`src/hw/rtl/rcm_pkg.sv`:
```
package rcm_pkg;

  localparam int unsigned DefEntries = 8;
  localparam logic [23:0] BodyLimitRst = 24'd262144;
  localparam logic [23:0] TotalLimitRst = 24'd1048576;

  typedef enum logic [1:0] {
    CMD_LOOKUP = 2'd0,
    CMD_STORE  = 2'd1,
    CMD_TICK   = 2'd2,
    CMD_CLEAR  = 2'd3
  } cmd_t;

  typedef enum logic [2:0] {
    OC_DONE     = 3'd0,
    OC_HIT      = 3'd1,
    OC_MISS     = 3'd2,
    OC_STORED   = 3'd3,
    OC_REJECTED = 3'd4,
    OC_IGNORED  = 3'd5
  } outcome_t;

  localparam logic CFG_BODY_LIMIT = 1'b0;
  localparam logic CFG_TOTAL_LIMIT = 1'b1;

  typedef struct packed {
    logic [1:0]  cmd;
    logic [63:0] key;
    logic [23:0] content_len;
    logic        status_ok;
    logic        has_cache_control;
    logic [31:0] lifetime;
  } req_t;

  typedef struct packed {
    logic        hit;
    logic [2:0]  slot;
    logic [2:0]  outcome;
    logic [3:0]  entry_count;
    logic [23:0] bytes_used;
    logic [31:0] hit_count;
    logic [31:0] miss_count;
    logic [31:0] eviction_count;
    logic [31:0] expiry_count;
    logic [31:0] reject_count;
    logic [31:0] store_count;
  } rsp_t;

endpackage

```
`src/hw/rtl/rcm_if.sv`:
```
interface rcm_req_if;
  logic          valid;
  logic          ready;
  rcm_pkg::req_t data;
  modport source (output valid, output data, input ready);
  modport sink (input valid, input data, output ready);
endinterface

interface rcm_rsp_if;
  logic          valid;
  logic          ready;
  rcm_pkg::rsp_t data;
  modport source (output valid, output data, input ready);
  modport sink (input valid, input data, output ready);
endinterface

```
`src/hw/rtl/response_cache_manager.sv`:
```
// response cache metadata engine
// in: one beat per command (lookup, store, tick, clear); out: one result beat
// per command beat. cfg: write enable, index (0 body_limit, 1 total_limit),
// 24 bit data, written at any edge with cfg_we high; change only while idle.
// one sequencer walks the ENTRIES slots through a single compare / age unit,
// one slot per cycle. lookup and tick take one pass over the slots; clear,
// empty-key lookup and a store ignored or rejected on entry take none. a
// store takes a pass to drop a same-key entry, a pass plus the S_WRITE and
// S_FIT states per eviction and a pass to find a free slot, and one more
// pass to find the oldest entry when the table is full. in_ready is low from
// acceptance until the result beat is taken; a stalled receiver holds the
// result and the block.
// reset empties the table, zeroes byte and entry totals and all counters,
// and restores the limit registers to their defaults.
module response_cache_manager #(
  parameter int unsigned ENTRIES = rcm_pkg::DefEntries
) (
  input  logic        clk,
  input  logic        rst_n,
  rcm_req_if.sink     in_ch,
  rcm_rsp_if.source   out_ch,
  input  logic        cfg_we,
  input  logic        cfg_index,
  input  logic [23:0] cfg_data
);
  import rcm_pkg::*;

  localparam int IW = $clog2(ENTRIES);
  localparam int CW = $clog2(ENTRIES + 1);

  typedef enum logic [6:0] {
    S_IDLE  = 7'b0000001,
    S_SCAN  = 7'b0000010,
    S_FIT   = 7'b0000100,
    S_OLD   = 7'b0001000,
    S_FREE  = 7'b0010000,
    S_WRITE = 7'b0100000,
    S_OUT   = 7'b1000000
  } state_t;

  state_t state_r;
  logic [23:0] body_limit_r, total_limit_r;
  req_t req_r;
  logic [ENTRIES-1:0] valid_r;
  logic [63:0] tag_r [ENTRIES];
  logic [23:0] len_r [ENTRIES];
  logic [31:0] life_r [ENTRIES];
  logic [31:0] age_r [ENTRIES];
  logic [23:0] bytes_r;
  logic [CW-1:0] cnt_r;
  logic [31:0] hit_c_r, miss_c_r, evict_c_r, exp_c_r, rej_c_r, store_c_r;
  logic [IW-1:0] idx_r;
  logic [IW-1:0] best_r;
  logic best_ok_r;
  logic found_r;
  logic [IW-1:0] slot_r;
  logic [2:0] oc_r;

  logic last;
  logic [31:0] age_inc;
  logic match;
  logic [24:0] need;
  logic [IW-1:0] victim;
  logic [23:0] sub_len;
  logic [23:0] bytes_sub;

  assign last = (idx_r == IW'(ENTRIES - 1));
  assign age_inc = age_r[idx_r] + 32'd1;
  assign match = valid_r[idx_r] && (tag_r[idx_r] == req_r.key);
  assign need = {1'b0, bytes_r} + {1'b0, req_r.content_len};
  assign victim = best_r;
  assign sub_len = len_r[victim];
  assign bytes_sub = (bytes_r >= sub_len) ? bytes_r - sub_len : 24'd0;

  assign in_ch.ready = (state_r == S_IDLE);
  assign out_ch.valid = (state_r == S_OUT);
  assign out_ch.data.hit = (oc_r == OC_HIT);
  assign out_ch.data.slot = 3'(slot_r);
  assign out_ch.data.outcome = oc_r;
  assign out_ch.data.entry_count = 4'(cnt_r);
  assign out_ch.data.bytes_used = bytes_r;
  assign out_ch.data.hit_count = hit_c_r;
  assign out_ch.data.miss_count = miss_c_r;
  assign out_ch.data.eviction_count = evict_c_r;
  assign out_ch.data.expiry_count = exp_c_r;
  assign out_ch.data.reject_count = rej_c_r;
  assign out_ch.data.store_count = store_c_r;

  always_ff @(posedge clk) begin
    if (!rst_n) begin
      state_r <= S_IDLE;
      body_limit_r <= BodyLimitRst;
      total_limit_r <= TotalLimitRst;
      valid_r <= '0;
      bytes_r <= '0;
      cnt_r <= '0;
      hit_c_r <= '0;
      miss_c_r <= '0;
      evict_c_r <= '0;
      exp_c_r <= '0;
      rej_c_r <= '0;
      store_c_r <= '0;
      idx_r <= '0;
      best_r <= '0;
      best_ok_r <= 1'b0;
      found_r <= 1'b0;
      slot_r <= '0;
      oc_r <= OC_DONE;
    end else begin
      if (cfg_we) begin
        if (cfg_index == CFG_BODY_LIMIT) body_limit_r <= cfg_data;
        else total_limit_r <= cfg_data;
      end
      case (state_r)
        S_IDLE: begin
          if (in_ch.valid) begin
            req_r <= in_ch.data;
            idx_r <= '0;
            found_r <= 1'b0;
            slot_r <= '0;
            case (in_ch.data.cmd)
              CMD_LOOKUP: begin
                if (in_ch.data.key == 64'd0) begin
                  oc_r <= OC_IGNORED;
                  state_r <= S_OUT;
                end else begin
                  oc_r <= OC_DONE;
                  state_r <= S_SCAN;
                end
              end
              CMD_STORE: begin
                if (!in_ch.data.status_ok || in_ch.data.content_len == 24'd0) begin
                  oc_r <= OC_IGNORED;
                  state_r <= S_OUT;
                end else if (in_ch.data.content_len > body_limit_r ||
                             in_ch.data.content_len > total_limit_r ||
                             (in_ch.data.has_cache_control &&
                              in_ch.data.lifetime == 32'd0)) begin
                  oc_r <= OC_REJECTED;
                  rej_c_r <= rej_c_r + 32'd1;
                  state_r <= S_OUT;
                end else begin
                  oc_r <= OC_DONE;
                  state_r <= S_SCAN;
                end
              end
              CMD_TICK: begin
                oc_r <= OC_DONE;
                state_r <= S_SCAN;
              end
              default: begin
                // clear
                valid_r <= '0;
                bytes_r <= '0;
                cnt_r <= '0;
                hit_c_r <= '0;
                miss_c_r <= '0;
                evict_c_r <= '0;
                exp_c_r <= '0;
                rej_c_r <= '0;
                store_c_r <= '0;
                oc_r <= OC_DONE;
                state_r <= S_OUT;
              end
            endcase
          end
        end
        S_SCAN: begin
          idx_r <= idx_r + IW'(1);
          case (req_r.cmd)
            CMD_LOOKUP: begin
              if (match && !found_r) begin
                found_r <= 1'b1;
                age_r[idx_r] <= '0;
                slot_r <= idx_r;
              end
              if (last) begin
                state_r <= S_OUT;
                if (found_r || match) begin
                  oc_r <= OC_HIT;
                  hit_c_r <= hit_c_r + 32'd1;
                end else begin
                  oc_r <= OC_MISS;
                  miss_c_r <= miss_c_r + 32'd1;
                end
              end
            end
            CMD_TICK: begin
              if (valid_r[idx_r]) begin
                age_r[idx_r] <= age_inc;
                if (life_r[idx_r] != 32'd0 && age_inc > life_r[idx_r]) begin
                  valid_r[idx_r] <= 1'b0;
                  bytes_r <= (bytes_r >= len_r[idx_r]) ? bytes_r - len_r[idx_r]
                                                       : 24'd0;
                  cnt_r <= cnt_r - CW'(1);
                  exp_c_r <= exp_c_r + 32'd1;
                end
              end
              if (last) state_r <= S_OUT;
            end
            default: begin
              if (match && !found_r) begin
                found_r <= 1'b1;
                valid_r[idx_r] <= 1'b0;
                bytes_r <= (bytes_r >= len_r[idx_r]) ? bytes_r - len_r[idx_r]
                                                     : 24'd0;
                cnt_r <= cnt_r - CW'(1);
              end
              if (last) state_r <= S_FIT;
            end
          endcase
        end
        S_FIT: begin
          idx_r <= '0;
          best_ok_r <= 1'b0;
          if (need > {1'b0, total_limit_r}) begin
            if (cnt_r == '0) begin
              oc_r <= OC_REJECTED;
              rej_c_r <= rej_c_r + 32'd1;
              state_r <= S_OUT;
            end else begin
              found_r <= 1'b1;
              state_r <= S_OLD;
            end
          end else begin
            found_r <= 1'b0;
            state_r <= S_FREE;
          end
        end
        S_OLD: begin
          idx_r <= idx_r + IW'(1);
          if (valid_r[idx_r] && (!best_ok_r || age_r[idx_r] > age_r[best_r])) begin
            best_r <= idx_r;
            best_ok_r <= 1'b1;
          end
          if (last) state_r <= S_WRITE;
        end
        S_WRITE: begin
          if (found_r) begin
            valid_r[victim] <= 1'b0;
            bytes_r <= bytes_sub;
            cnt_r <= cnt_r - CW'(1);
            evict_c_r <= evict_c_r + 32'd1;
            state_r <= S_FIT;
          end else begin
            valid_r[victim] <= 1'b1;
            tag_r[victim] <= req_r.key;
            len_r[victim] <= req_r.content_len;
            life_r[victim] <= req_r.lifetime;
            age_r[victim] <= '0;
            // full table: the oldest entry is evicted and replaced in place
            if (valid_r[victim]) begin
              bytes_r <= bytes_sub + req_r.content_len;
              evict_c_r <= evict_c_r + 32'd1;
            end else begin
              bytes_r <= bytes_r + req_r.content_len;
              cnt_r <= cnt_r + CW'(1);
            end
            store_c_r <= store_c_r + 32'd1;
            slot_r <= victim;
            oc_r <= OC_STORED;
            state_r <= S_OUT;
          end
        end
        S_FREE: begin
          if (!valid_r[idx_r] && !best_ok_r) begin
            best_r <= idx_r;
            best_ok_r <= 1'b1;
          end
          if (last && !best_ok_r && valid_r[idx_r]) begin
            idx_r <= '0;
            found_r <= 1'b0;
            state_r <= S_OLD;
          end else begin
            idx_r <= idx_r + IW'(1);
            if (last) state_r <= S_WRITE;
          end
        end
        S_OUT: begin
          if (out_ch.ready) state_r <= S_IDLE;
        end
        default: ;
      endcase
    end
  end

  a_ready_idle: assert property (@(posedge clk) disable iff (!rst_n)
    in_ch.ready |-> !out_ch.valid) else $error("ready while result pending");
  a_cnt_range: assert property (@(posedge clk) disable iff (!rst_n)
    cnt_r <= CW'(ENTRIES)) else $error("entry count overflow");
  a_hold: assert property (@(posedge clk) disable iff (!rst_n)
    out_ch.valid && !out_ch.ready |=> out_ch.valid) else $error("result dropped");

endmodule
```
`src/flat_wrapper.sv`:
```
// flat-port wrapper written by rule: the top's interface ports become plain ports
module response_cache_manager_flat import rcm_pkg::*;
#(
  parameter int unsigned ENTRIES = rcm_pkg::DefEntries
)
  (clk, rst_n, cfg_we, cfg_index, cfg_data, in_ch_valid, in_ch_data, in_ch_ready, out_ch_valid, out_ch_data, out_ch_ready);
  rcm_req_if in_ch_i ();
  rcm_rsp_if out_ch_i ();
  input  logic clk;
  input  logic rst_n;
  input  logic cfg_we;
  input  logic cfg_index;
  input  logic [23:0] cfg_data;
  input wire logic [$bits(in_ch_i.valid)-1:0] in_ch_valid;
  input wire logic [$bits(in_ch_i.data)-1:0] in_ch_data;
  output wire logic [$bits(in_ch_i.ready)-1:0] in_ch_ready;
  output wire logic [$bits(out_ch_i.valid)-1:0] out_ch_valid;
  output wire logic [$bits(out_ch_i.data)-1:0] out_ch_data;
  input wire logic [$bits(out_ch_i.ready)-1:0] out_ch_ready;
  assign in_ch_i.valid = in_ch_valid;
  assign in_ch_i.data = in_ch_data;
  assign in_ch_ready = in_ch_i.ready;
  assign out_ch_valid = out_ch_i.valid;
  assign out_ch_data = out_ch_i.data;
  assign out_ch_i.ready = out_ch_ready;
  response_cache_manager #(.ENTRIES(ENTRIES)) u_core (.clk(clk), .rst_n(rst_n), .in_ch(in_ch_i), .out_ch(out_ch_i), .cfg_we(cfg_we), .cfg_index(cfg_index), .cfg_data(cfg_data));
endmodule
```
`config.mk`:
```
export PLATFORM = sky130hd
export DESIGN_NAME = response_cache_manager_flat
export DESIGN_NICKNAME = d
export VERILOG_FILES = /design/src/hw/rtl/rcm_pkg.sv /design/src/hw/rtl/rcm_if.sv /design/src/hw/rtl/response_cache_manager.sv /design/src/flat_wrapper.sv
export SDC_FILE = /design/constraint.sdc
export NUM_CORES = 2
export LEC_CHECK = 0
export BUFFER_PORTS_ARGS = -buffer_cell sky130_fd_sc_hd__buf_2
export CORE_MARGIN = 3
export CORE_UTILIZATION = 55
export CTS_CLUSTER_DIAMETER = 80
export DETAILED_ROUTE_END_ITERATION = 10
export GPL_ROUTABILITY_DRIVEN = 0
export PLACE_DENSITY = 0.77
export SYNTH_ARGS = -nofsm -noshare
export SYNTH_HDL_FRONTEND = slang
export SYNTH_SLANG_ARGS = --single-unit
```
`constraint.sdc`:
```
create_clock -name clk -period 9.7 [get_ports clk]
set_clock_uncertainty 0.2 [all_clocks]
set_input_delay 0.485 -clock clk [delete_from_list [all_inputs] [get_ports clk]]
set_output_delay 0.485 -clock clk [all_outputs]
set_load 0.005 [all_outputs]
```
* After elaboration in Yosys (flattened, before gate mapping)
Memory sizes are Yosys's and may differ from the RTL's. A register that Yosys moved wholly into a read port is not among the register bits.
Cells that the tools add are included.
** Storage, ports and cells
- Register bits after elaboration :: 419
- Output and inout bits :: 229
- Logic and storage cells :: 298
- Memories :: 4
- Bits in writable memories :: 1216
- Input port bits :: 154
** Cells by class
- $add $sub $neg :: 15
- Equal/unequal tests :: 41
- Bitwise operators :: 7
- Mux-type cells :: 139
- $lt $le $gt $ge :: 11
- Reductions and logical operators :: 59
** Memory list
- u_core.tag_r :: depth 8, width 64, read ports 1, clocked after memory_dff 1, wr ports 1, line response_cache_manager.sv:45 : logic [63:0] tag_r [ENTRIES];
- u_core.age_r :: depth 8, width 32, read ports 2, clocked after memory_dff 2, wr ports 1, line response_cache_manager.sv:48 : logic [31:0] age_r [ENTRIES];
- u_core.life_r :: depth 8, width 32, read ports 1, clocked after memory_dff 1, wr ports 1, line response_cache_manager.sv:47 : logic [31:0] life_r [ENTRIES];
- u_core.len_r :: depth 8, width 24, read ports 2, clocked after memory_dff 2, wr ports 1, line response_cache_manager.sv:46 : logic [23:0] len_r [ENTRIES];
** Operators with widths (count)
- 32-bit two-way mux :: 21
- 32-bit one-hot mux with 2 select lines :: 7
- 32-bit by 1-bit adder with 32-bit output, second input constant :: 7
- 24-bit two-way mux :: 9
- 7-bit two-way mux :: 13
- 3-bit two-way mux :: 29
- 24-bit one-hot mux with 3 select lines :: 1
- 64-bit == test :: 1
- 32-bit > comparator :: 2
- 64-bit zero test :: 1
- 7-bit one-hot mux with 7 select lines :: 1
- 24-bit adder :: 2
- 24-bit >= comparator :: 2
- 24-bit > comparator :: 2
- 8-bit two-way mux :: 6
- 24-bit one-hot mux with 2 select lines :: 1
- 24-bit subtractor :: 2
- 32-bit zero test :: 1
- 32-bit nonzero test :: 1
- 32-bit OR reduction :: 1
- 4-bit two-way mux :: 7
- 1-bit two-way mux :: 27
- 2-bit by 1-bit inequality test with 1-bit output, second input constant :: 13
- 24-bit by 24-bit adder with 25-bit output :: 1
- other kinds (58) :: 114

* Longest topological paths before layout
- Depth after elaboration :: 11
- Depth in mapped cells :: 30
- Mapped depth without buffers :: 25

* Least setup slack after synthesis
No wires, ideal clock.
- Kind :: register to register
- From :: reg u_core.state_r[6]
- To :: mem u_core.len_r[7][0], enable pin
- Arrival time :: 6.955 ns
- Setup time :: 0.601 ns
- Cell stages (with the launch flop) :: 8
- Required time :: 8.899 ns
- Slack :: 1.944 ns
- Cell sequence :: dfxtp_1 > nor3_1 > nand2_1 > or2_2 > nor2_1 > clkbuf_1 > nand3_1 > nor2_1
** On the way
- Word-level cells in the longest chain between the ends :: 4
** Ends and longest elaborated chain
- from (decl) :: line response_cache_manager.sv:41 : state_t state_r;
- from (signal assigned) :: line response_cache_manager.sv:91 : state_r <= S_IDLE;
- from (signal assigned) :: line response_cache_manager.sv:125 : state_r <= S_OUT;
- from (signal assigned) :: line response_cache_manager.sv:128 : state_r <= S_SCAN;
- 7-bit by 6-bit == test with 1-bit output :: line response_cache_manager.sv:114 : case (state_r)
- 1-bit two-way mux :: line response_cache_manager.sv:114
- 1-bit two-way mux :: line response_cache_manager.sv:90 : if (!rst_n) begin
- 1-bit two-way mux (implied by the code) :: line response_cache_manager.sv:248 : len_r[victim] <= req_r.content_len;
- to (decl) :: line response_cache_manager.sv:46
Every way passes these cells.

==> results.json <==
{
  "status": "finished clean",
  "clock-sinks": 1641,
  "grt_util_met3_pct": 5.869,
  "grt_max_degree": 137,
  "min_path_type": "input pin to flop",
  "num_rows": 135,
  "period_share_pct": 80.31,
  "fin_setup_tns_ns": 0,
  "slowest_stage": "dfxtp_4",
  "numPortBuffers": 382,
  "grt.total_usage_pct": 28.38,
  "path_buf_inv": 1,
  "layout-drive-gt1-share_pct": 19.29,
  "r2r-end": "u_core.bytes_r[23]",
  "relSlewSlack_pct": 12.39,
  "root_buffer": "clkbuf_16",
  "path_class": "flop to flop",
  "synth_top_cell_by_area": "edfxtp_1",
  "hold_violations": 0,
  "rsz0062_at_grt": "no",
  "clk_pin_slew_ns": 0.06,
  "endpoint": "u_core.bytes_r[23]",
  "cts_setup_buffers": 0,
  "syn_nets": 5632,
  "drv_slew": 0,
  "max_freq_ghz": 0.1284,
  "powerDensity_nw_per_um2": 207.7,
  "reg2reg_slack_ns": 1.91,
  "layout.filler_cells": 9439,
  "io_pins": 383,
  "leakage_nw": 30.68,
  "cts_buffer_depth": 3,
  "synth-seq-cells": 1641,
  "r2r_cells": 24,
  "clock_latency_ns": 0.83,
  "wl_per_cell_um": 26.73,
  "drtIter0Drc": 5425,
  "critical_path_arrival_ns": 8.34,
  "yosysTopAreaCellShare_pct": 52.73,
  "finalSetupViolCount": 0,
  "cts_tree": "done",
  "final_cell_mix": "edfxtp_1, mux4_2, buf_2",
  "crit_required_ns": 10.25,
  "cp_max_fo": 36,
  "cap_viol_max_count": 0,
  "grt.overflow.total": 0,
  "fin_nets": 6138,
  "crit_path_end_kind": "flop",
  "critical_path.top_delay_family": "compound AO/OA/AOI/OAI gates",
  "path_cells": "mux4_2, mux2_2, ha_1, inv_1, fa_1, a21oi_1, o21ai_0, o31a_1, o311a_1, a2111oi_4, a211oi_1, mux2_2, ha_1, nand3_1, o211ai_1, o21ai_0, o311ai_0, a41o_1, a211o_1, a21oi_1, xor2_1, xnor2_1, o2111ai_1, o211a_1",
  "core_area_um2": 136500,
  "met1_usage_pct": 35.79,
  "hpwl_um": 123500,
  "dpl_cell_area_um2": 80050,
  "die_x_um": 378.2,
  "async_reset_ff_share_pct": 0,
  "min_path_cells": 2,
  "vias": 49630,
  "ant_nets": 0,
  "drcViolationCount": 0,
  "crit_cells": 24,
  "die_h_um": 378.2,
  "final_common_cell": "edfxtp_1",
  "synth_edf_count": 1338,
  "place_inst": 7204,
  "syn_area_um2": 76200,
  "drt-total-wl_um": 204700,
  "synth_area_per_cell_um2": 14.57,
  "grt_pass1_vias": 49680,
  "tightest_slew_ns": 1.297,
  "slowest_delay_ns": 0.86,
  "use_met2_pct": 46.89,
  "fin_crit_ns": 7.790,
  "ys_types": 85,
  "antenna_found_initial": 10,
  "ys.flop_type": "edfxtp_1",
  "via_per_inst": 6.482,
  "dr.pass1.iters": 8,
  "htree_levels": 4,
  "syn_to_final_growth_pct": 14.19,
  "initial_core_util_pct": 55.83,
  "stdcell_count": 7657,
  "numCtsBuffers": 165,
  "yosysSeqAreaShare_pct": 60.69,
  "vdd_drop_max_v": 0.0001872,
  "die_area_um2": 143000,
  "yosysWarnings": 0,
  "synth_cells": 5231,
  "gr-max-usage-layer": "met2",
  "final_area_um2": 87010,
  "yosys-top-cells-area": "edfxtp_1, mux4_2, dfxtp_1",
  "grt_pass1_wl_um": 306800,
  "start_kind": "flop"
}
logic make-up after synthesis:
group                      count (synthesis)  share of synthesized area [%]
and+or+nand+nor                         1247                          8.115
muxes                                    648                          15.02
buffers and inverters                    407                          2.263
DFF                                     1641                          60.69
xor gates and xnor gates                 300                          3.448
AOI/OAI and AO/OA                        741                          6.366
adders and majority gates                247                          4.095
power breakdown:
| part | total, W | leakage [nW] | internal, W | switching (W) |
|---|---|---|---|---|
| Clock | 0.00644 | 2.64 | 0.00365 | 0.00279 |
| Sequential | 0.00823 | 15.2 | 0.00787 | 0.000362 |
| Combinational | 0.00340 | 12.9 | 0.00136 | 0.00204 |
| Total | 0.0181 | 30.7 | 0.0129 | 0.00520 |
cell usage after synthesis, types with 72 or more instances:
cell type,count
nor2_1,329
edfxtp_1,1338
clkbuf_1,139
xnor2_1,198
nand2_1,317
dfxtp_1,303
mux4_2,396
nand4_1,90
nor3_1,72
a21o_1,86
nor4_1,84
mux2i_1,246
xor2_1,102
nand3_1,107
a21oi_1,210
ha_1,243
inv_1,163
o21ai_0,125
repair_timing:
item / 4_1_cts / 5_1_grt
resized for setup: 0 / 0
endpoints found under the hold margin: 172 / 0
hold buffers: 147 / 0
worst min-delay path by stage:
stage,start,endpoint
after floorplan,u_core.body_limit_r[10],u_core.body_limit_r[10]
after global placement,u_core.body_limit_r[7],u_core.body_limit_r[7]
after detailed placement,u_core.body_limit_r[6],u_core.body_limit_r[6]
after CTS,rst_n,u_core.body_limit_r[18]
after global routing,rst_n,u_core.body_limit_r[18]
final,rst_n,u_core.body_limit_r[18]
flip-flops by register name (all words and copies together), names as in the netlist, 4 cells and up, named ones only:
name and cells:
u_core.tag_r 512, u_core.len_r 192, u_core.hit_c_r 32, u_core.age_r 256, u_core.exp_c_r 32, u_core.bytes_r 24, u_core.rej_c_r 32, u_core.valid_r 8
u_core.store_c_r 32, u_core.req_r 122, u_core.miss_c_r 32, u_core.state_r 7, u_core.life_r 256, u_core.cnt_r 4, u_core.body_limit_r 24, u_core.evict_c_r 32
u_core.total_limit_r 24
metrics by stage:
stage                     worst slack (ns)  hold WS, ns  utilization [%]  power [W]
after floorplan                      1.944       0.2363                -    0.01064
after global placement               2.267       0.2429            58.65    0.01156
after detailed placement             2.137       0.2477            58.65    0.01163
after CTS                            2.075   0.00005385            63.75    0.01802
after global routing                 1.423     0.002127            63.75    0.01875
final                                1.910      0.03015            63.75    0.01807
cell type report:
cell class              instances  area, um2  area share [%]
well taps                    1781       2228           2.561
clock inverters                86       1033           1.188
flip-flops and latches       1641      46270           53.17
repair buffers                581       3936           4.524
inverters                     165      625.6          0.7190
multi-input cells            3183      28470           32.72
diodes                          2      5.005        0.005752
clock buffers                 218       4449           5.113
per-layer routing:
| metal | up-vias | routed length [um] |
|---|---|---|
| met4 | 8 | 11370 |
| met3 | 663 | 16730 |
| met1 | 24840 | 76110 |
| met5 | - | 54 |
| li1 | 21510 | - |
| met2 | 2608 | 100400 |
(Power assumes the default switching activity.)
